[src/hdl/dwcs_pkg.sv]
// Types, constants and fixed-point helpers for the damped wave chain core.
// Used by every module of the block; no dependencies.
package dwcs_pkg;

  typedef struct packed {
    logic signed [23:0] height;
    logic signed [23:0] velocity;
    logic        [16:0] energy;
  } point_t;

  typedef struct packed {
    logic shift;
    logic clr;
  } cell_ctl_t;

  typedef enum logic [3:0] {
    ST_IDLE,
    ST_STEP_A,
    ST_STEP_B,
    ST_STEP_C,
    ST_STEP_D,
    ST_PASS,
    ST_TURB_R1,
    ST_TURB_R2,
    ST_TURB_M1,
    ST_TURB_M2,
    ST_TURB_PASS,
    ST_EMIT
  } state_t;

  localparam logic [2:0] REQ_STEP    = 3'd0;
  localparam logic [2:0] REQ_IMPULSE = 3'd1;
  localparam logic [2:0] REQ_EXCITE  = 3'd2;
  localparam logic [2:0] REQ_TURB    = 3'd3;
  localparam logic [2:0] REQ_CLEAR   = 3'd4;
  localparam logic [2:0] REQ_READ    = 3'd5;

  localparam logic signed [31:0] Q_COUPLING  = 32'sd4915;
  localparam logic signed [31:0] Q_STIFFNESS = 32'sd328;
  localparam logic signed [31:0] Q_DAMPING   = 32'sd15401;
  localparam logic signed [31:0] Q_DECAY     = 32'sd15073;
  localparam logic signed [31:0] Q_EXCITE    = 32'sd1966;
  localparam logic signed [31:0] Q_TURB      = 32'sd5734;
  localparam logic signed [31:0] Q_BREATH    = 32'sd983;
  localparam logic signed [31:0] Q_H0        = 32'sd4915;
  localparam logic signed [31:0] Q_H1        = 32'sd2621;
  localparam logic signed [31:0] Q_H2        = 32'sd1311;

  localparam logic signed [63:0] Y_BOUND = 64'sd458752;
  localparam logic signed [63:0] E_MAX   = 64'sd65536;
  localparam logic signed [63:0] S24_MAX = 64'sd8388607;
  localparam logic signed [63:0] S24_MIN = -64'sd8388608;

  localparam logic [31:0] SEED_RESET = 32'd2463534242;

  localparam logic [15:0] PHASE0_RESET = 16'd0;
  localparam logic [15:0] PHASE1_RESET = 16'd17000;
  localparam logic [15:0] PHASE2_RESET = 16'd41000;
  localparam logic [15:0] PHASE0_INC   = 16'd210;
  localparam logic [15:0] PHASE1_INC   = 16'd347;
  localparam logic [15:0] PHASE2_INC   = 16'd89;

  function automatic logic signed [63:0] mulq(input logic signed [31:0] a,
                                              input logic signed [31:0] b);
    logic signed [63:0] p;
    p = a * b;
    return (p + 64'sd8192) >>> 14;
  endfunction

  function automatic logic signed [23:0] sat24(input logic signed [63:0] v);
    if (v > S24_MAX) return 24'sh7FFFFF;
    if (v < S24_MIN) return 24'sh800000;
    return 24'(v);
  endfunction

  function automatic logic signed [23:0] clamp_height(input logic signed [63:0] v);
    if (v > Y_BOUND) return 24'(Y_BOUND);
    if (v < -Y_BOUND) return 24'(-Y_BOUND);
    return 24'(v);
  endfunction

  function automatic logic [16:0] clamp_energy(input logic signed [63:0] v);
    if (v > E_MAX) return 17'(E_MAX);
    if (v < 64'sd0) return 17'd0;
    return 17'(v);
  endfunction

  function automatic logic signed [15:0] quarter_sine(input logic [4:0] r);
    case (r)
      5'd0:  return 16'sd0;
      5'd1:  return 16'sd1606;
      5'd2:  return 16'sd3196;
      5'd3:  return 16'sd4756;
      5'd4:  return 16'sd6270;
      5'd5:  return 16'sd7723;
      5'd6:  return 16'sd9102;
      5'd7:  return 16'sd10394;
      5'd8:  return 16'sd11585;
      5'd9:  return 16'sd12665;
      5'd10: return 16'sd13623;
      5'd11: return 16'sd14449;
      5'd12: return 16'sd15137;
      5'd13: return 16'sd15679;
      5'd14: return 16'sd16069;
      5'd15: return 16'sd16305;
      5'd16: return 16'sd16384;
      default: return 16'sd0;
    endcase
  endfunction

  function automatic logic signed [15:0] table_sin(input logic [15:0] phase);
    logic [4:0] r;
    logic [4:0] rm;
    r  = {1'b0, phase[13:10]};
    rm = 5'd16 - r;
    case (phase[15:14])
      2'd0: return quarter_sine(r);
      2'd1: return quarter_sine(rm);
      2'd2: return -quarter_sine(r);
      default: return -quarter_sine(rm);
    endcase
  endfunction

endpackage

[src/hdl/dwcs_cell.sv]
// One point of the wave chain: height, velocity and energy.
// Loads its neighbor's point on shift; clears on clr. Uses dwcs_pkg.
module dwcs_cell (
  input  logic              clk,
  input  logic              rst,
  input  dwcs_pkg::cell_ctl_t ctl,
  input  dwcs_pkg::point_t  din,
  output dwcs_pkg::point_t  q
);
  import dwcs_pkg::*;

  always_ff @(posedge clk) begin
    if (rst || ctl.clr) begin
      q <= '0;
    end else if (ctl.shift) begin
      q <= din;
    end
  end

endmodule

[config.mk]
export PLATFORM = sky130hd
export DESIGN_NAME = dwcs_cell
export DESIGN_NICKNAME = d
export VERILOG_FILES = /design/src/hdl/dwcs_pkg.sv /design/src/hdl/dwcs_cell.sv
export SDC_FILE = /design/constraint.sdc
export NUM_CORES = 1
export LEC_CHECK = 0
export BUFFER_PORTS_ARGS = -buffer_cell sky130_fd_sc_hd__buf_2
export CORE_MARGIN = 5
export CORE_UTILIZATION = 46
export CTS_CLUSTER_DIAMETER = 120
export CTS_CLUSTER_SIZE = 20
export DETAILED_ROUTE_END_ITERATION = 16
export PLACE_DENSITY = 0.9
export SLEW_MARGIN = 0
export SYNTH_ARGS = -nofsm -noshare
export SYNTH_HDL_FRONTEND = slang
export SYNTH_SLANG_ARGS = --single-unit
[constraint.sdc]
create_clock -name clk -period 2.1 [get_ports clk]
set_input_delay 0.21 -clock clk [delete_from_list [all_inputs] [get_ports clk]]
set_output_delay 0.21 -clock clk [all_outputs]
set_load 0.005 [all_outputs]
Word level (Yosys, flattened, before mapping):

Index checks and enable logic that the tools add are counted.

* reduce and logical (&&, ||, !) cells: 1

Operators with widths (count)
* logical OR 1 bit: 1

* logic and storage cells: 4
* register bits after elaboration: 65
* input bits: 69
* output and inout bits: 65

Longest topological paths before layout:

* depth after elaboration: 1
* mapped depth: 4
* gate-level depth less buffers: 2

Worst setup path after synthesis:

OpenSTA, ideal clock, no wires.

* kind: input to register
* start point: in ctl[1] (netlist bit)
* end point: reg q[10] (netlist bit)
* required time: 1986 ps
* library setup time: 114 ps
* path slack: 1210 ps
* stages on the path: 4
* path buffers: 2
* arrival: 776 ps
* cells stage by stage: buf_4 buf_6 mux2i_1 nor2_1

RTL lines
* start: declaration: RTL line dwcs_cell.sv:6 `input dwcs_pkg::cell_ctl_t ctl,`
* end signal: assignment: RTL line dwcs_cell.sv:16 `q <= din;`
* end: declaration: RTL line dwcs_cell.sv:8 `output dwcs_pkg::point_t q`

Final worst setup path:

* start point: reg q[22] (netlist bit)
* end point: out q[22] (netlist bit)

No word-level cell between the ends.

==> out/metrics.yaml <==
fin_crit_ns: 0.986
relSlewSlack_pct: 59.3
antenna_found_initial: 0
status: "finished, final reports clean"
r2r_setup_slack_ns: 1.45
hp-class: "in -> reg"
die_h_um: 81.3
crit_type: "reg -> out"
fin_crit_sh_pct: 47.0
htree_levels: 3
place_hpwl_um: 3830
synth_compound_area_share_pct: 0
seq_area_frac_synth_pct: 55.6
finalWeightedCongestion: 0.672
yosys.area_share.simple_pct: 10.7
path_max_fanout: 2
coreArea_mm2: 0.00501
synth_mux_area_share_pct: 27.8
detail-route-antenna-nets: 0
port_buffers: 133
critPathMaxStageDelay_ns: 0.35
post-cts-setup-buffers: 0
routed_via_density: 4.62
regArea_mm2: 0.00130
fin_nets: 411
postCtsHoldBufs: 0
clk_pin_slew_worst_paths_ns: 0.07
drv_cap: 0
cp-end-kind: "primary output"
hold_violations: 0
syn_to_final_growth_pct: 34.1
cpMaxStageDelayCell: "dfxtp_1"
die_w_um: 81.3
crit_family: "flip-flops"
ctsLongestPathBuffers: 2
peakVddDrop_uv: 424
rsz0062_at_grt: "no"
worst_pin_slew_ns: 0.610
grt_pass1_vias: 1912
overflow: 0
initial_core_util_pct: 46.7
cp.required_ns: 1.89
largest_register_ffs: 65
startpoint_type: "flop"
dp.cells: 401
insertion_delay_ns: 0.31
yosysUniqueCellTypes: 8
num_vias: 1914
critical_path_buf_inv_count: 1
max_freq_ghz: 1.01
routed_wl_um: 5150
placementRows: 26
numClockSinks: 65
dieArea_mm2: 0.00661
syn-cell-area_mm2: 0.00234
synth_top_family_by_area: "multiplexers"
largest_register: "q"
track_usage_pct: 15.9
drtIter0Drc: 57
drc: 0
nFillCells: 444
dr.pass1.iters: 4
p_leak_nw: 1.70
fin_cells: 414
multiInputGateArea_um2: 901
fin_skew_ns: 0
cts_resized: 0
setup_tns_ns: 0
netlist_instances: 210
synth_fa_ha_area_share_pct: 0
cts_root_buffer: "clkbuf_8"
avgSynthCellArea_um2: 11.1
cts_made_buffers: 9
setup_viol: 0
drv_slew: 0
grt_max_degree: 66
syn-num-nets: 279
ys_ff_latch: 65
insertedDiodeCount: 0
worstPathCellList: "buf_2"
cp.arrival_ns: 0.78
ios: 134
synth_xor_xnor_area_share_pct: 0
power.density_mw_per_mm2: 756
avgRoutedWirePerCell_um: 12.4
drive_above_1_share_pct: 42.7
top_regs: "q: 65 flops"
cts_tree: "yes"
utilization_pct: 62.6
ys_warn_count: 0
grt_first_pass_wirelength_um: 8160
[report_power, final]
part / switching [mW] / internal [mW]
logic: 0.115 / 0.137
clock network: 0.384 / 0.440
registers: 0.0200 / 1.27
total: 0.519 / 1.85
[kinds of logic (layout without fill, tap and decap cells)]
logic type | after synthesis | count (layout)
mux | 65 | 65
simple gates | 66 | 66
flops | 65 | 65
buf+inv | 14 | 148
[Yosys cell counts]
| cell type | n | area, µm² |
|---|---|---|
| nor2_1 | 65 | 244 |
| buf_4 | 2 | 15.0 |
| buf_2 | 1 | 5.00 |
| or2_1 | 1 | 6.26 |
| buf_6 | 10 | 113 |
| mux2i_1 | 65 | 651 |
| dfxtp_1 | 65 | 1300 |
| clkbuf_1 | 1 | 3.75 |
[final cells by class]
| type | instances | area share, % |
|---|---|---|
| clock inverters | 1 | 0.160 |
| clock buffers | 12 | 4.63 |
| multi-input cells | 131 | 28.7 |
| well taps | 70 | 2.79 |
| repair buffers | 135 | 22.2 |
| flip-flops and latches | 65 | 41.5 |
[metal layers]
metal | global-route usage [%] | wire [µm] | up-vias
li1 | - | - | 954
met1 | 18.2 | 2110 | 871
met2 | 27.3 | 2520 | 83
met3 | 4.99 | 475 | 6
met4 | 6.76 | 53 | 0
met5 | 0 | 0 | -
[cells in the final DEF (no fill, tap or decap), drive strengths merged]
cell type  count
clkbuf        12
buf          135
nor2          65
mux2i         65
dfxtp         65
or2            1
clkinv         1
[path summary, 6_finish.rpt]
check        startpoint  endpoint  depth (start not counted)
min             din[41]     q[41]                          3
max reg2reg       q[18]     q[18]                          2
max               q[22]     q[22]                          1
min reg2reg       q[46]     q[46]                          2
[through the flow]
stage               instance area [µm²]  hold slack (ns)  setup slack (ns)  total power [mW]
floorplan                          2340            0.357              1.21              1.47
global placement                   2990            0.440             0.968              1.57
detailed placement                 2990            0.453             0.893              1.58
CTS                                3140            0.120              1.10              2.41
global route                       3140            0.113              1.06              2.50
finish                             3140            0.130              1.11              2.37
Power figures use the tool's default switching activity.
