--- src/hdl/dwcs_pkg.sv ---
// Types, constants and fixed-point helpers for the damped wave chain core.
// Used by every module of the block; no dependencies.
package dwcs_pkg;

  typedef struct packed {
    logic signed [23:0] height;
    logic signed [23:0] velocity;
    logic        [16:0] energy;
  } point_t;

  typedef struct packed {
    logic shift;
    logic clr;
  } cell_ctl_t;

  typedef enum logic [3:0] {
    ST_IDLE,
    ST_STEP_A,
    ST_STEP_B,
    ST_STEP_C,
    ST_STEP_D,
    ST_PASS,
    ST_TURB_R1,
    ST_TURB_R2,
    ST_TURB_M1,
    ST_TURB_M2,
    ST_TURB_PASS,
    ST_EMIT
  } state_t;

  localparam logic [2:0] REQ_STEP    = 3'd0;
  localparam logic [2:0] REQ_IMPULSE = 3'd1;
  localparam logic [2:0] REQ_EXCITE  = 3'd2;
  localparam logic [2:0] REQ_TURB    = 3'd3;
  localparam logic [2:0] REQ_CLEAR   = 3'd4;
  localparam logic [2:0] REQ_READ    = 3'd5;

  localparam logic signed [31:0] Q_COUPLING  = 32'sd4915;
  localparam logic signed [31:0] Q_STIFFNESS = 32'sd328;
  localparam logic signed [31:0] Q_DAMPING   = 32'sd15401;
  localparam logic signed [31:0] Q_DECAY     = 32'sd15073;
  localparam logic signed [31:0] Q_EXCITE    = 32'sd1966;
  localparam logic signed [31:0] Q_TURB      = 32'sd5734;
  localparam logic signed [31:0] Q_BREATH    = 32'sd983;
  localparam logic signed [31:0] Q_H0        = 32'sd4915;
  localparam logic signed [31:0] Q_H1        = 32'sd2621;
  localparam logic signed [31:0] Q_H2        = 32'sd1311;

  localparam logic signed [63:0] Y_BOUND = 64'sd458752;
  localparam logic signed [63:0] E_MAX   = 64'sd65536;
  localparam logic signed [63:0] S24_MAX = 64'sd8388607;
  localparam logic signed [63:0] S24_MIN = -64'sd8388608;

  localparam logic [31:0] SEED_RESET = 32'd2463534242;

  localparam logic [15:0] PHASE0_RESET = 16'd0;
  localparam logic [15:0] PHASE1_RESET = 16'd17000;
  localparam logic [15:0] PHASE2_RESET = 16'd41000;
  localparam logic [15:0] PHASE0_INC   = 16'd210;
  localparam logic [15:0] PHASE1_INC   = 16'd347;
  localparam logic [15:0] PHASE2_INC   = 16'd89;

  function automatic logic signed [63:0] mulq(input logic signed [31:0] a,
                                              input logic signed [31:0] b);
    logic signed [63:0] p;
    p = a * b;
    return (p + 64'sd8192) >>> 14;
  endfunction

  function automatic logic signed [23:0] sat24(input logic signed [63:0] v);
    if (v > S24_MAX) return 24'sh7FFFFF;
    if (v < S24_MIN) return 24'sh800000;
    return 24'(v);
  endfunction

  function automatic logic signed [23:0] clamp_height(input logic signed [63:0] v);
    if (v > Y_BOUND) return 24'(Y_BOUND);
    if (v < -Y_BOUND) return 24'(-Y_BOUND);
    return 24'(v);
  endfunction

  function automatic logic [16:0] clamp_energy(input logic signed [63:0] v);
    if (v > E_MAX) return 17'(E_MAX);
    if (v < 64'sd0) return 17'd0;
    return 17'(v);
  endfunction

  function automatic logic signed [15:0] quarter_sine(input logic [4:0] r);
    case (r)
      5'd0:  return 16'sd0;
      5'd1:  return 16'sd1606;
      5'd2:  return 16'sd3196;
      5'd3:  return 16'sd4756;
      5'd4:  return 16'sd6270;
      5'd5:  return 16'sd7723;
      5'd6:  return 16'sd9102;
      5'd7:  return 16'sd10394;
      5'd8:  return 16'sd11585;
      5'd9:  return 16'sd12665;
      5'd10: return 16'sd13623;
      5'd11: return 16'sd14449;
      5'd12: return 16'sd15137;
      5'd13: return 16'sd15679;
      5'd14: return 16'sd16069;
      5'd15: return 16'sd16305;
      5'd16: return 16'sd16384;
      default: return 16'sd0;
    endcase
  endfunction

  function automatic logic signed [15:0] table_sin(input logic [15:0] phase);
    logic [4:0] r;
    logic [4:0] rm;
    r  = {1'b0, phase[13:10]};
    rm = 5'd16 - r;
    case (phase[15:14])
      2'd0: return quarter_sine(r);
      2'd1: return quarter_sine(rm);
      2'd2: return -quarter_sine(r);
      default: return -quarter_sine(rm);
    endcase
  endfunction

endpackage

--- src/hdl/dwcs_rng.sv ---
// Xorshift32 noise generator with seed load.
// Uses dwcs_pkg for the reset seed.
module dwcs_rng (
  input  logic        clk,
  input  logic        rst,
  input  logic        load,
  input  logic        adv,
  input  logic [31:0] seed,
  output logic [31:0] rnd
);
  import dwcs_pkg::*;

  logic [31:0] state;
  logic [31:0] s1;
  logic [31:0] s2;

  always_comb begin
    s1  = state ^ (state << 13);
    s2  = s1 ^ (s1 >> 17);
    rnd = s2 ^ (s2 << 5);
  end

  always_ff @(posedge clk) begin
    if (rst) begin
      state <= SEED_RESET;
    end else if (load) begin
      state <= seed;
    end else if (adv) begin
      state <= rnd;
    end
  end

endmodule

--- config.mk ---
export PLATFORM = sky130hd
export DESIGN_NAME = dwcs_rng
export DESIGN_NICKNAME = d
export VERILOG_FILES = /design/src/hdl/dwcs_pkg.sv /design/src/hdl/dwcs_rng.sv
export SDC_FILE = /design/constraint.sdc
export NUM_CORES = 1
export LEC_CHECK = 0
export BUFFER_PORTS_ARGS = -buffer_cell sky130_fd_sc_hd__buf_2
export CAP_MARGIN = 10
export CORE_MARGIN = 3
export CORE_UTILIZATION = 35
export DETAILED_ROUTE_END_ITERATION = 7
export GPL_TIMING_DRIVEN = 1
export PLACE_DENSITY = 0.6
export REMOVE_ABC_BUFFERS = 1
export SYNTH_ARGS = -nofsm -noshare
export SYNTH_HDL_FRONTEND = slang
export SYNTH_SLANG_ARGS = --single-unit
--- constraint.sdc ---
create_clock -name clk -period 1.76 [get_ports clk]
set_input_delay 0.176 -clock clk [delete_from_list [all_inputs] [get_ports clk]]
set_output_delay 0.176 -clock clk [all_outputs]
set_load 0.01 [all_outputs]
=== Word-level counts from Yosys, hierarchy flattened ===
Cells that the tools add are included.
W data, S select, Z words.

* Bits in registers: 32
* Input bits: 36
* Output and inout bits: 32
* Logic and storage cells: 7

* Muxes and demuxes: 2
* Bitwise operators: 3
* Reductions and logical operators: 1

{| class="wikitable"
|+ Operators by type and width
! kind !! number
|-
| $mux W32 || 2
|-
| $xor A32 B32 Y32 || 2
|-
| $xor A32 B15 Y32 || 1
|-
| $reduce_bool A2 Y1 || 1
|}

=== Logic depth before layout (Yosys ltp) ===
Gate-level depths: netlist of the first run.

* Depth after elaboration: 5
* Mapped depth: 6
* Gate-level depth less buffers: 4

=== Least setup slack after synthesis of the first run ===
OpenSTA, ideal clock, no wires.

* Path kind: register to register
* Start: reg state[5]
* End: reg state[6]
* Library setup time: 120 ps
* Arrival time: 1367 ps
* Data required time: 1640 ps
* Slack: 273 ps
* Cell stages (with the launch flop): 5
* Path buffers: 0
* Clock period less this slack: 1487 ps
* Path through: dfxtp_1 xnor2_2 xor2_2 xnor3_1 a211o_1

* Word-level cells in the longest chain between the ends: 5

{| class="wikitable"
|+ RTL lines
! item !! line !! text
|-
| from (decl) || dwcs_rng.sv:13 || <nowiki>logic [31:0] state;</nowiki>
|-
| from (signal assigned) || dwcs_rng.sv:29 || <nowiki>state <= rnd;</nowiki>
|-
| $xor A32 B32 Y32 || dwcs_rng.sv:18 || <nowiki>s1 = state ^ (state << 13);</nowiki>
|-
| $xor A32 B15 Y32 || dwcs_rng.sv:19 || <nowiki>s2 = s1 ^ (s1 >> 17);</nowiki>
|-
| $xor A32 B32 Y32 || dwcs_rng.sv:20 || <nowiki>rnd = s2 ^ (s2 << 5);</nowiki>
|-
| named net rnd[6] || dwcs_rng.sv:9 || <nowiki>output logic [31:0] rnd</nowiki>
|-
| $mux W32 || dwcs_rng.sv:28 || <nowiki>end else if (adv) begin</nowiki>
|-
| $mux W32 || dwcs_rng.sv:26 || <nowiki>end else if (load) begin</nowiki>
|}

The timed path passes the listed nets, and every way through them passes these cells. The select of a mux whose other input is x is not followed.
A chain may end at the register's enable or synchronous reset.

=== Worst setup path in the final report of the first run ===
* Start: reg state[9]
* End: out rnd[5]

* Word-level cells in the longest chain between the ends: 3

{| class="wikitable"
|+ RTL lines
! item !! line
|-
| $xor A32 B32 Y32 || dwcs_rng.sv:18
|-
| $xor A32 B15 Y32 || dwcs_rng.sv:19
|-
| $xor A32 B32 Y32 || dwcs_rng.sv:20
|-
| to (decl) || dwcs_rng.sv:9
|}

Every way passes these cells.

==> flow_summary.yaml, run 1 <==
status:
  status: "complete, no violations"
synth:
  yosys.cell_count.top_type: "xnor2_1"
  syn_inst: 239
  syn_avg_cell_area_um2: 8.53
  synth.area.top_cells: "dfxtp_1 (31%), xnor2_1 (16%), xor2_1 (7.3%)"
  yosys-top-cells-count: "xnor2_1 (38), nor2_1 (33), dfxtp_1 (32)"
  ys.flop_type: "dfxtp_1"
  synth_top_area_share_pct: 31.4
  ys_ff_latch: 32
  synth_async_sr_flop_share_pct: 0
  yosysSeqAreaShare_pct: 31.4
  post_synth_num_cell_types: 26
  synth_enable_flop_cells: 0
  yosysWarnings: 0
  syn-cell-area_um2: 2040
  yosysTopAreaCell: "dfxtp_1"
clocking:
  root_buffer: "clkbuf_8"
  htreeDepth: 2
  ctsHoldBuffers: 0
  clockBufferDepth: 2
  numClockSinks: 32
  clk_pin_slew_ns: 0.07
  tritoncts: "built"
  cts_buffers: 5
  clkLatencyLatePin_ns: 0.29
hold_path:
  hp-class: "in2reg"
power:
  p_int_mw: 2.21
  switchingPower_mw: 1.64
  leakage_nw: 1.29
  p_seq_share_pct: 25.5
  irDropWorstVdd_v: 0.000542
  switching_share_pct: 42.5
  pwr-share-clk_pct: 14.3
  combPwrFrac_pct: 60.1
  powerDensity_nw_per_um2: 1370
floorplan:
  dieArea_um2: 6770
  initial_utilization_pct: 36.6
  die_h_um: 82.3
  fp-row-count: 27
  io_pins: 68
  fp.dieW_um: 82.3
  fp.coreArea_um2: 5570
layout:
  drive_above_1_share_pct: 40.8
  final-instance-count-excl-fill: 391
  num_antenna_cells: 0
  area_growth_pct: 38.0
  regMostFlops: "state"
  top_regs: "state: 32 flops"
  largest_reg_flops: 32
  nets: 355
sta:
  period_share_pct: 97.8
  relSlewSlack_pct: 74.2
  slew_violations: 0
  fin_skew_ns: 0.00910
  worst-slew-pin-transition_ns: 0.384
  fin_tns_setup_ns: 0
  fin_crit_ns: 1.72
  max_freq_ghz: 0.581
  hold_viol: 0
  setup_violations: 0
global_routing:
  antenna_found_initial: 0
  grt_pass1_vias: 1855
  overflow: 0
  grt_first_pass_wirelength_um: 9390
  grt_use_total_pct: 18.7
  grt_max_degree: 33
setup_path:
  crit_type: "reg2out"
  rrSetupSlack_ns: 0.30
  required_ns: 1.58
  cp.arrival_ns: 1.55
  endpoint_kind: "output pin"
  critPathLaunchType: "register"
  cp_max_fo: 3
placement:
  gp_congestion: 0.794
  dp_hpwl_um: 4470
  dp_cells: 379
  numPortBuffers: 67
drt:
  wire_per_inst_um: 15.5
  drtIter0Drc: 70
  wl_um: 6080
  ant_nets: 0
  drc: 0
  drt-vias-per-instance: 4.88
  num_vias: 1909
  first_pass_iters: 4
flow_run:
  drv_cap: 0
[timing repair]
| action | in CTS | in global routing |
|---|---|---|
| hold endpoints to repair | 0 | 0 |
| pin swaps | 4 | 7 |
| gates resized for setup | 3 | 25 |
| setup buffers | 3 | 2 |
| setup endpoints to repair | 7 | 16 |
[worst paths after layout]
kind         startpoint   endpoint  depth (start not counted)
max            state[9]     rnd[5]                          4
min            seed[25]  state[25]                          3
max reg2reg   state[10]   state[6]                          3
min reg2reg   state[26]  state[26]                          2
[stage by stage]
stage | hold slack, ns | instance area [um^2] | worst slack (ns) | total power, mW | util [%]
2_1_floorplan | 0.249 | 1970 | 0.273 | 2.25 | -
6_report | 0.0935 | 2810 | 0.0380 | 3.85 | 50.5
5_1_grt | 0.0977 | 2810 | -0.0505 | 4.11 | 50.5
4_1_cts | 0.0950 | 2650 | 0.00581 | 3.71 | 47.5
3_5_place_dp | 0.396 | 2530 | 0.258 | 3.10 | 45.3
3_3_place_gp | 0.393 | 2530 | 0.269 | 3.09 | 45.3
[cell families after synthesis]
| logic type | count (synthesis) | share of synthesized area, % |
|---|---|---|
| and+or+nand+nor | 68 | 14.2 |
| xor gates and xnor gates | 64 | 31.5 |
| AOI/OAI and AO/OA | 48 | 15.8 |
| DFF | 32 | 31.4 |
| buffers and inverters | 21 | 4.05 |
| muxes | 6 | 2.95 |
[worst max-delay path, stage by stage, from the launching register on]
cell     delay [ns]
dfxtp_1        0.44
xor2_2         0.25
xnor2_2        0.14
xnor2_1        0.24
buf_2          0.17
[power groups by stage]
stage                     clock network [mW]  registers [mW]  logic [mW]
after floorplan                            0           0.942        1.31
after global placement                     0           0.957        2.13
after detailed placement                   0           0.963        2.13
after CTS                              0.561           0.951        2.20
after global routing                   0.588           0.999        2.53
final                                  0.552           0.983        2.32
[cells in the final DEF, fill, tap and decap left out, types with 5 or more instances in the layout]
cell type,synthesis,final
mux2i_1,6,6
a21oi_1,15,15
a211o_1,5,5
o21a_1,8,8
xor2_1,17,9
o32ai_1,6,6
dfxtp_2,0,7
dfxtp_1,32,25
clkbuf_8,0,5
o21ai_0,6,6
buf_2,3,67
xor2_2,6,14
nor3_1,10,10
xnor2_2,1,12
nor2_1,33,33
xnor2_1,38,26
inv_1,5,5
nand2_1,16,16
and3_1,7,7
buf_4,0,22
[routing by layer]
| metal | global-route usage [%] | up-vias | part of all wire, % |
|---|---|---|---|
| met4 | 3.99 | 0 | 0.91 |
| met2 | 30.8 | 56 | 48 |
| met5 | 0 | - | 0 |
| met1 | 25.1 | 897 | 45 |
| li1 | - | 951 | - |
| met3 | 3.80 | 5 | 6.0 |
[area by class of cell]
type / count / area (um^2)
Multi-Input combinational cell: 186 / 1480
Clock buffer: 6 / 72.6
Inverter: 5 / 18.8
Timing Repair Buffer: 89 / 500
Tap cell: 72 / 90.1
Clock inverter: 1 / 5.00
Sequential cell: 32 / 649
Fill cell: 552 / 2760
Note: power is estimated with default switching activity, not from simulation.
==> run 2: changes to the inputs <==
--- a/config.mk
+++ b/config.mk
@@ -5,13 +5,14 @@
 export SDC_FILE = /design/constraint.sdc
 export NUM_CORES = 1
 export LEC_CHECK = 0
+export ABC_AREA = 1
 export BUFFER_PORTS_ARGS = -buffer_cell sky130_fd_sc_hd__buf_2
 export CAP_MARGIN = 10
 export CORE_MARGIN = 3
 export CORE_UTILIZATION = 35
 export DETAILED_ROUTE_END_ITERATION = 7
 export GPL_TIMING_DRIVEN = 1
-export PLACE_DENSITY = 0.6
+export PLACE_DENSITY = 0.59
 export REMOVE_ABC_BUFFERS = 1
 export SYNTH_ARGS = -nofsm -noshare
 export SYNTH_HDL_FRONTEND = slang
==> run 2 against run 1 <==
Against the previous run: sequential power fell by 10%; combinational power decreased by 47%; sequential cell count is the same; cell count increased by 24%; clock skew fell by 0.0061 ns; clock-buffer cell count decreased by 1; synthesized area increased by 9.1%; largest cell class unchanged.
==> flow_summary.yaml, run 2 <==
status:
  status: "complete, no violations"
hold_path:
  hp-class: "in2reg"
  hold_depth: 3
  min_from: "seed[22]"
  hold_end: "state[22]"
power:
  leakage_nw: 1.40
  irDropWorstVdd_v: 0.000503
  power.total_mw: 2.64
  powerDensity_nw_per_um2: 953
synth:
  yosysTopAreaCell: "dfxtp_1"
  synthAdderAreaFrac_pct: 0
  synth_top_family_by_area: "simple AND/OR/NAND/NOR gates"
  syn_avg_cell_area_um2: 6.46
  yosys.cell_count.top_type: "nand2_1"
  yosys-top-cells-count: "nand2_1 (135), inv_1 (41), dfxtp_1 (32)"
  ys_ff_latch: 32
  syn_inst: 344
  post_synth_num_cell_types: 22
  synth_enable_flop_cells: 0
  synth-compound-area-share_pct: 16.6
  ys.flop_type: "dfxtp_1"
  synth_top_area_share_pct: 28.8
  synth.area.top_cells: "dfxtp_1 (29%), nand2_1 (23%), inv_1 (6.9%)"
  yosysWarnings: 0
  synth_async_sr_flop_share_pct: 0
  yosys.area_share.simple_pct: 32.8
  yosysSeqAreaShare_pct: 28.8
  syn-cell-area_um2: 2220
  muxShareOfSynthArea_pct: 0
  synth-xor-area-share_pct: 11.9
drt:
  drt-vias-per-instance: 4.91
  first_pass_iters: 4
  drtIter0Drc: 115
  ant_nets: 0
  wl_um: 6730
  num_vias: 2380
  wire_per_inst_um: 13.9
  drc: 0
layout:
  regMostFlops: "state"
  final_common_cell: "nand2_1"
  top_regs: "state: 32 flops"
  area_growth_pct: 24.8
  nets: 448
  final_cell_mix: "nand2_1 (132), buf_2 (67), inv_1 (41), nand3_1 (26), a21oi_1 (23)"
  num_antenna_cells: 0
  drive_above_1_share_pct: 26.6
  final_area_um2: 2770
  largest_reg_flops: 32
setup_path:
  critPathSlowestCell: "dfxtp_2"
  endpoint_kind: "output pin"
  crit_type: "reg2out"
  critical-path-max-stage-delay_ns: 0.36
  cp_max_fo: 4
  crit_buf_inv: 1
  required_ns: 1.58
  cp.arrival_ns: 1.51
  rrSetupSlack_ns: 0.50
  reg2reg_to: "state[18]"
  critPathLaunchType: "register"
  crit_chain: "xnor2_4 > xor2_2 > nand2_1 > and2_1 > buf_2"
  ff2ff_path_depth: 7
  r2r_start: "state[17]"
  crit_family: "XOR/XNOR gates"
global_routing:
  antenna_found_initial: 0
  grt_pass1_vias: 2264
  grt_use_total_pct: 18.2
  overflow: 0
  grt_max_degree: 33
  grt_first_pass_wirelength_um: 10600
clocking:
  root_buffer: "clkbuf_8"
  cts_buffers: 5
  tritoncts: "built"
  htreeDepth: 2
  clk_pin_slew_ns: 0.06
  clkLatencyLatePin_ns: 0.28
  clockBufferDepth: 2
  numClockSinks: 32
  ctsHoldBuffers: 0
sta:
  fin_crit_ns: 1.68
  slew_violations: 0
  relSlewSlack_pct: 55.1
  hold_viol: 0
  grt_setup_unrepaired: "true"
  max_freq_ghz: 0.595
  fin_tns_setup_ns: 0
  fin_skew_ns: 0.00300
  period_share_pct: 95.5
  whs_ns: 0.108
  worst-slew-pin-transition_ns: 0.674
  setup_violations: 0
floorplan:
  fp-row-count: 28
  fp.coreArea_um2: 6030
  die_h_um: 85.7
  dieArea_um2: 7340
  fp.dieW_um: 85.7
  initial_utilization_pct: 36.9
  io_pins: 68
placement:
  numPortBuffers: 67
  gp_congestion: 0.808
  dp_hpwl_um: 5070
  dpl-instance-area_um2: 2650
flow_run:
  drv_cap: 0
[run 2: how the worst max path moves through the flow]
stage               startpoint   endpoint  cells after the start
floorplan                  adv  state[13]                      4
global placement      state[4]     rnd[5]                      5
detailed placement    state[4]     rnd[5]                      5
CTS                  state[17]     rnd[5]                      5
finish                state[4]     rnd[5]                      5
global route          state[4]     rnd[5]                      6
[run 2: cell type report]
type / count / area (um^2)
Clock buffer: 5 / 68.8
Sequential cell: 32 / 666
Timing Repair Buffer: 74 / 400
Multi-Input combinational cell: 258 / 1390
Inverter: 41 / 154
Fill cell: 665 / 3250
Tap cell: 75 / 93.8
[run 2: tightest hold or removal path: stages]
cell	delay (ns)
buf_2	0.08
nand2_1	0.04
nand3_1	0.06
[run 2: what timing repair did]
action | CTS | global route
cloned | 0 | 0
pin swaps | 1 | 6
endpoints found under the setup margin | 2 | 10
setup buffers | 1 | 0
gates resized for setup | 1 | 23
[run 2: cell families after synthesis]
kind of cell / after synthesis
flops: 32
compound gates: 57
buf+inv: 54
xor+xnor: 25
simple gates: 176
[run 2: through the flow]
| step | instances | utilization [%] | worst slack, ns |
|---|---|---|---|
| after floorplan | 331 | - | 0.241 |
| after global placement | 479 | 43.9 | 0.224 |
| after detailed placement | 479 | 43.9 | 0.240 |
| after CTS | 485 | 45.3 | -0.00454 |
| after global routing | 485 | 46.0 | -0.0347 |
| final | 485 | 46.0 | 0.0787 |
[run 2: layer usage]
metal	track usage (%)	vias to the layer above	part of all wire [%]
met5	0	-	0
li1	-	1240	-
met1	23.8	1082	48
met3	3.65	4	4.9
met4	4.60	0	0.62
met2	30.5	54	47
[run 2: where the power goes]
part | internal [mW] | leakage (nW) | switching (mW)
Clock | 0.255 | 0.0359 | 0.265
Combinational | 0.501 | 1.10 | 0.736
Sequential | 0.805 | 0.268 | 0.0807
Total | 1.56 | 1.40 | 1.08
==> run 3: changes to the inputs <==
--- a/config.mk
+++ b/config.mk
@@ -8,12 +8,13 @@
 export ABC_AREA = 1
 export BUFFER_PORTS_ARGS = -buffer_cell sky130_fd_sc_hd__buf_2
 export CAP_MARGIN = 10
+export CELL_PAD_IN_SITES_DETAIL_PLACEMENT = 1
+export CELL_PAD_IN_SITES_GLOBAL_PLACEMENT = 1
 export CORE_MARGIN = 3
 export CORE_UTILIZATION = 35
 export DETAILED_ROUTE_END_ITERATION = 7
 export GPL_TIMING_DRIVEN = 1
-export PLACE_DENSITY = 0.59
-export REMOVE_ABC_BUFFERS = 1
+export PLACE_DENSITY = 0.81
 export SYNTH_ARGS = -nofsm -noshare
 export SYNTH_HDL_FRONTEND = slang
 export SYNTH_SLANG_ARGS = --single-unit
==> constraint.sdc (replaced) <==
create_clock -name clk -period 1.6 [get_ports clk]
set_input_delay 0.16 -clock clk [delete_from_list [all_inputs] [get_ports clk]]
set_output_delay 0.16 -clock clk [all_outputs]
set_load 0.01 [all_outputs]
==> run 3 against run 2 <==
Against the previous run: the run now ends with negative setup slack left; non-clock buffer count up 42; cell count up 9.3%; total power up 49%; die area unchanged; sequential share of layout area down 4.3 points; sequential cell count unchanged; hold slack worse by 0.016 ns.
==> flow_summary.yaml, run 3 (synthesis gave the netlist of run 2 again) <==
sta:
  whs_ns: 0.0918
  period_share_pct: 106
  worst-slew-pin-transition_ns: 0.725
  fin_crit_ns: 1.69
  slew_violations: 0
  grt_setup_unrepaired: "true"
  postLayoutSetupSlackWorst_ns: -0.0948
  relSlewSlack_pct: 51.7
  setup_violations: 12
  max_freq_ghz: 0.590
  fin_skew_ns: 0.00311
  hold_viol: 0
drt:
  drt-vias-per-instance: 5.44
  first_pass_iters: 4
  wire_per_inst_um: 20.7
  ant_nets: 0
  drtIter0Drc: 139
  num_vias: 2885
  wl_um: 11000
  drc: 0
clocking:
  clk_pin_slew_ns: 0.07
  tritoncts: "built"
  htreeDepth: 2
  clkLatencyLatePin_ns: 0.29
  numClockSinks: 32
  clockBufferDepth: 2
  cts_buffers: 5
  root_buffer: "clkbuf_8"
setup_path:
  critical-path-max-stage-delay_ns: 0.37
  endpoint_kind: "output pin"
  cp_max_fo: 4
  required_ns: 1.44
  critPathLaunchType: "register"
  crit_chain: "inv_2 > nand2_2 > nand3b_1 > nand2_2 > nand2_2 > and2_4 > buf_6"
  cp.arrival_ns: 1.53
  critPathMostFrequentCell: "nand2_2"
  crit_type: "reg2out"
  crit_buf_inv: 2
  rrSetupSlack_ns: 0
  crit_family: "simple AND/OR/NAND/NOR gates"
  critPathSlowestCell: "dfxtp_2"
flow_run:
  drv_cap: 0
floorplan:
  fp.dieW_um: 85.7
  io_pins: 68
  initial_utilization_pct: 36.9
  die_h_um: 85.7
  fp.coreArea_um2: 6030
  fp-row-count: 28
  dieArea_um2: 7340
power:
  pwr-share-clk_pct: 17.3
  p_seq_share_pct: 25.8
  p_int_mw: 2.27
  combPwrFrac_pct: 56.9
  switching_share_pct: 42.3
  switchingPower_mw: 1.66
  irDropWorstVdd_v: 0.000609
  leakage_nw: 1.73
  powerDensity_nw_per_um2: 1090
status:
  violations: "negative setup slack"
  status: "finished with violations"
placement:
  numPortBuffers: 67
  dp_hpwl_um: 5870
  gp_congestion: 0.824
  dp_cells: 483
layout:
  regMostFlops: "state"
  largest_reg_flops: 32
  area_growth_pct: 62.4
  final-instance-count-excl-fill: 530
  nets: 490
  final_cell_mix: "nand2_1 (73), buf_2 (61), nand2_2 (50), buf_4 (42), a21oi_1 (23)"
  drive_above_1_share_pct: 60.0
  top_regs: "state: 32 flops"
  num_antenna_cells: 0
  final_common_cell: "nand2_1"
global_routing:
  grt_pass1_vias: 2740
  grt_first_pass_wirelength_um: 13500
  grt_max_degree: 33
  overflow: 0
  antenna_found_initial: 0
  grt_use_total_pct: 23.1
synth:
  synth_nets: 380
hold_path:
  hp-class: "in2reg"
[run 3: cell types whose count changed in the layout (fill, tap and decap cells not counted), moves of 11 or more]
cell / previous run / this run
nand2_1: 132 / 73
nand2_2: 3 / 50
buf_4: 6 / 42
inv_1: 41 / 18
inv_2: 0 / 19
buf_6: 0 / 13
dfxtp_4: 1 / 13
nand2_4: 0 / 12
dfxtp_1: 14 / 3
nand3_1: 26 / 15
nand3_2: 0 / 11
[run 3: stage by stage]
step	total power [mW]	instance area, um^2	utilization (%)	setup TNS, ns	worst slack [ns]
floorplan	1.83	2220	-	0	0.301
global placement	2.34	2660	44.2	0	0.195
detailed placement	2.37	2660	44.2	0	0.170
CTS	3.25	2980	49.4	-0.153	-0.0688
global route	4.15	3610	59.9	-1.79	-0.141
finish	3.94	3610	59.9	-0.530	-0.0948
[run 3: final cells by class]
class / count / area, um^2
clock buffer: 8 / 90.1
fill: 782 / 2420
sequential: 32 / 709
tap: 75 / 93.8
multi-input combinational: 258 / 1790
timing repair buffer: 116 / 767
inverter: 41 / 164
[run 3: final timing paths]
check,startpoint,to,cells past startpoint
setup / recovery,state[8],rnd[9],7
setup reg to reg,state[4],state[5],8
hold / removal,seed[22],state[22],3
hold reg to reg,state[7],state[7],2
[run 3: power by group through the flow]
stage / Sequential, mW / Clock [mW] / Combinational [mW]
global route: 1.02 / 0.724 / 2.40
finish: 1.01 / 0.683 / 2.24
detailed placement: 0.978 / 0 / 1.39
floorplan: 0.954 / 0 / 0.880
CTS: 0.980 / 0.687 / 1.58
global placement: 0.972 / 0 / 1.36
[run 3: worst register-to-register path, stage by stage, from the launching register on]
cell	delay [ns]
dfxtp_4	0.38
xnor2_4	0.24
xor2_4	0.25
nand2_2	0.09
buf_4	0.14
buf_4	0.12
buf_4	0.12
nand3_2	0.08
nand2_1	0.06
[run 3: routing by layer]
metal | track usage [%] | vias up | wire length (um)
li1 | - | 1324 | -
met1 | 28.7 | 1405 | 4240
met2 | 41.1 | 125 | 5740
met3 | 4.23 | 31 | 656
met4 | 5.61 | 0 | 330
met5 | 0 | - | 0
[run 3: what timing repair did]
| action | in CTS | in global routing |
|---|---|---|
| buffers inserted | 15 | 24 |
| resized for setup | 48 | 141 |
| endpoints found under the setup margin | 19 | 26 |
| pin swaps | 16 | 35 |
| hold buffers | 0 | 0 |
| hold endpoints to repair | 0 | 0 |
| cloned | 0 | 0 |
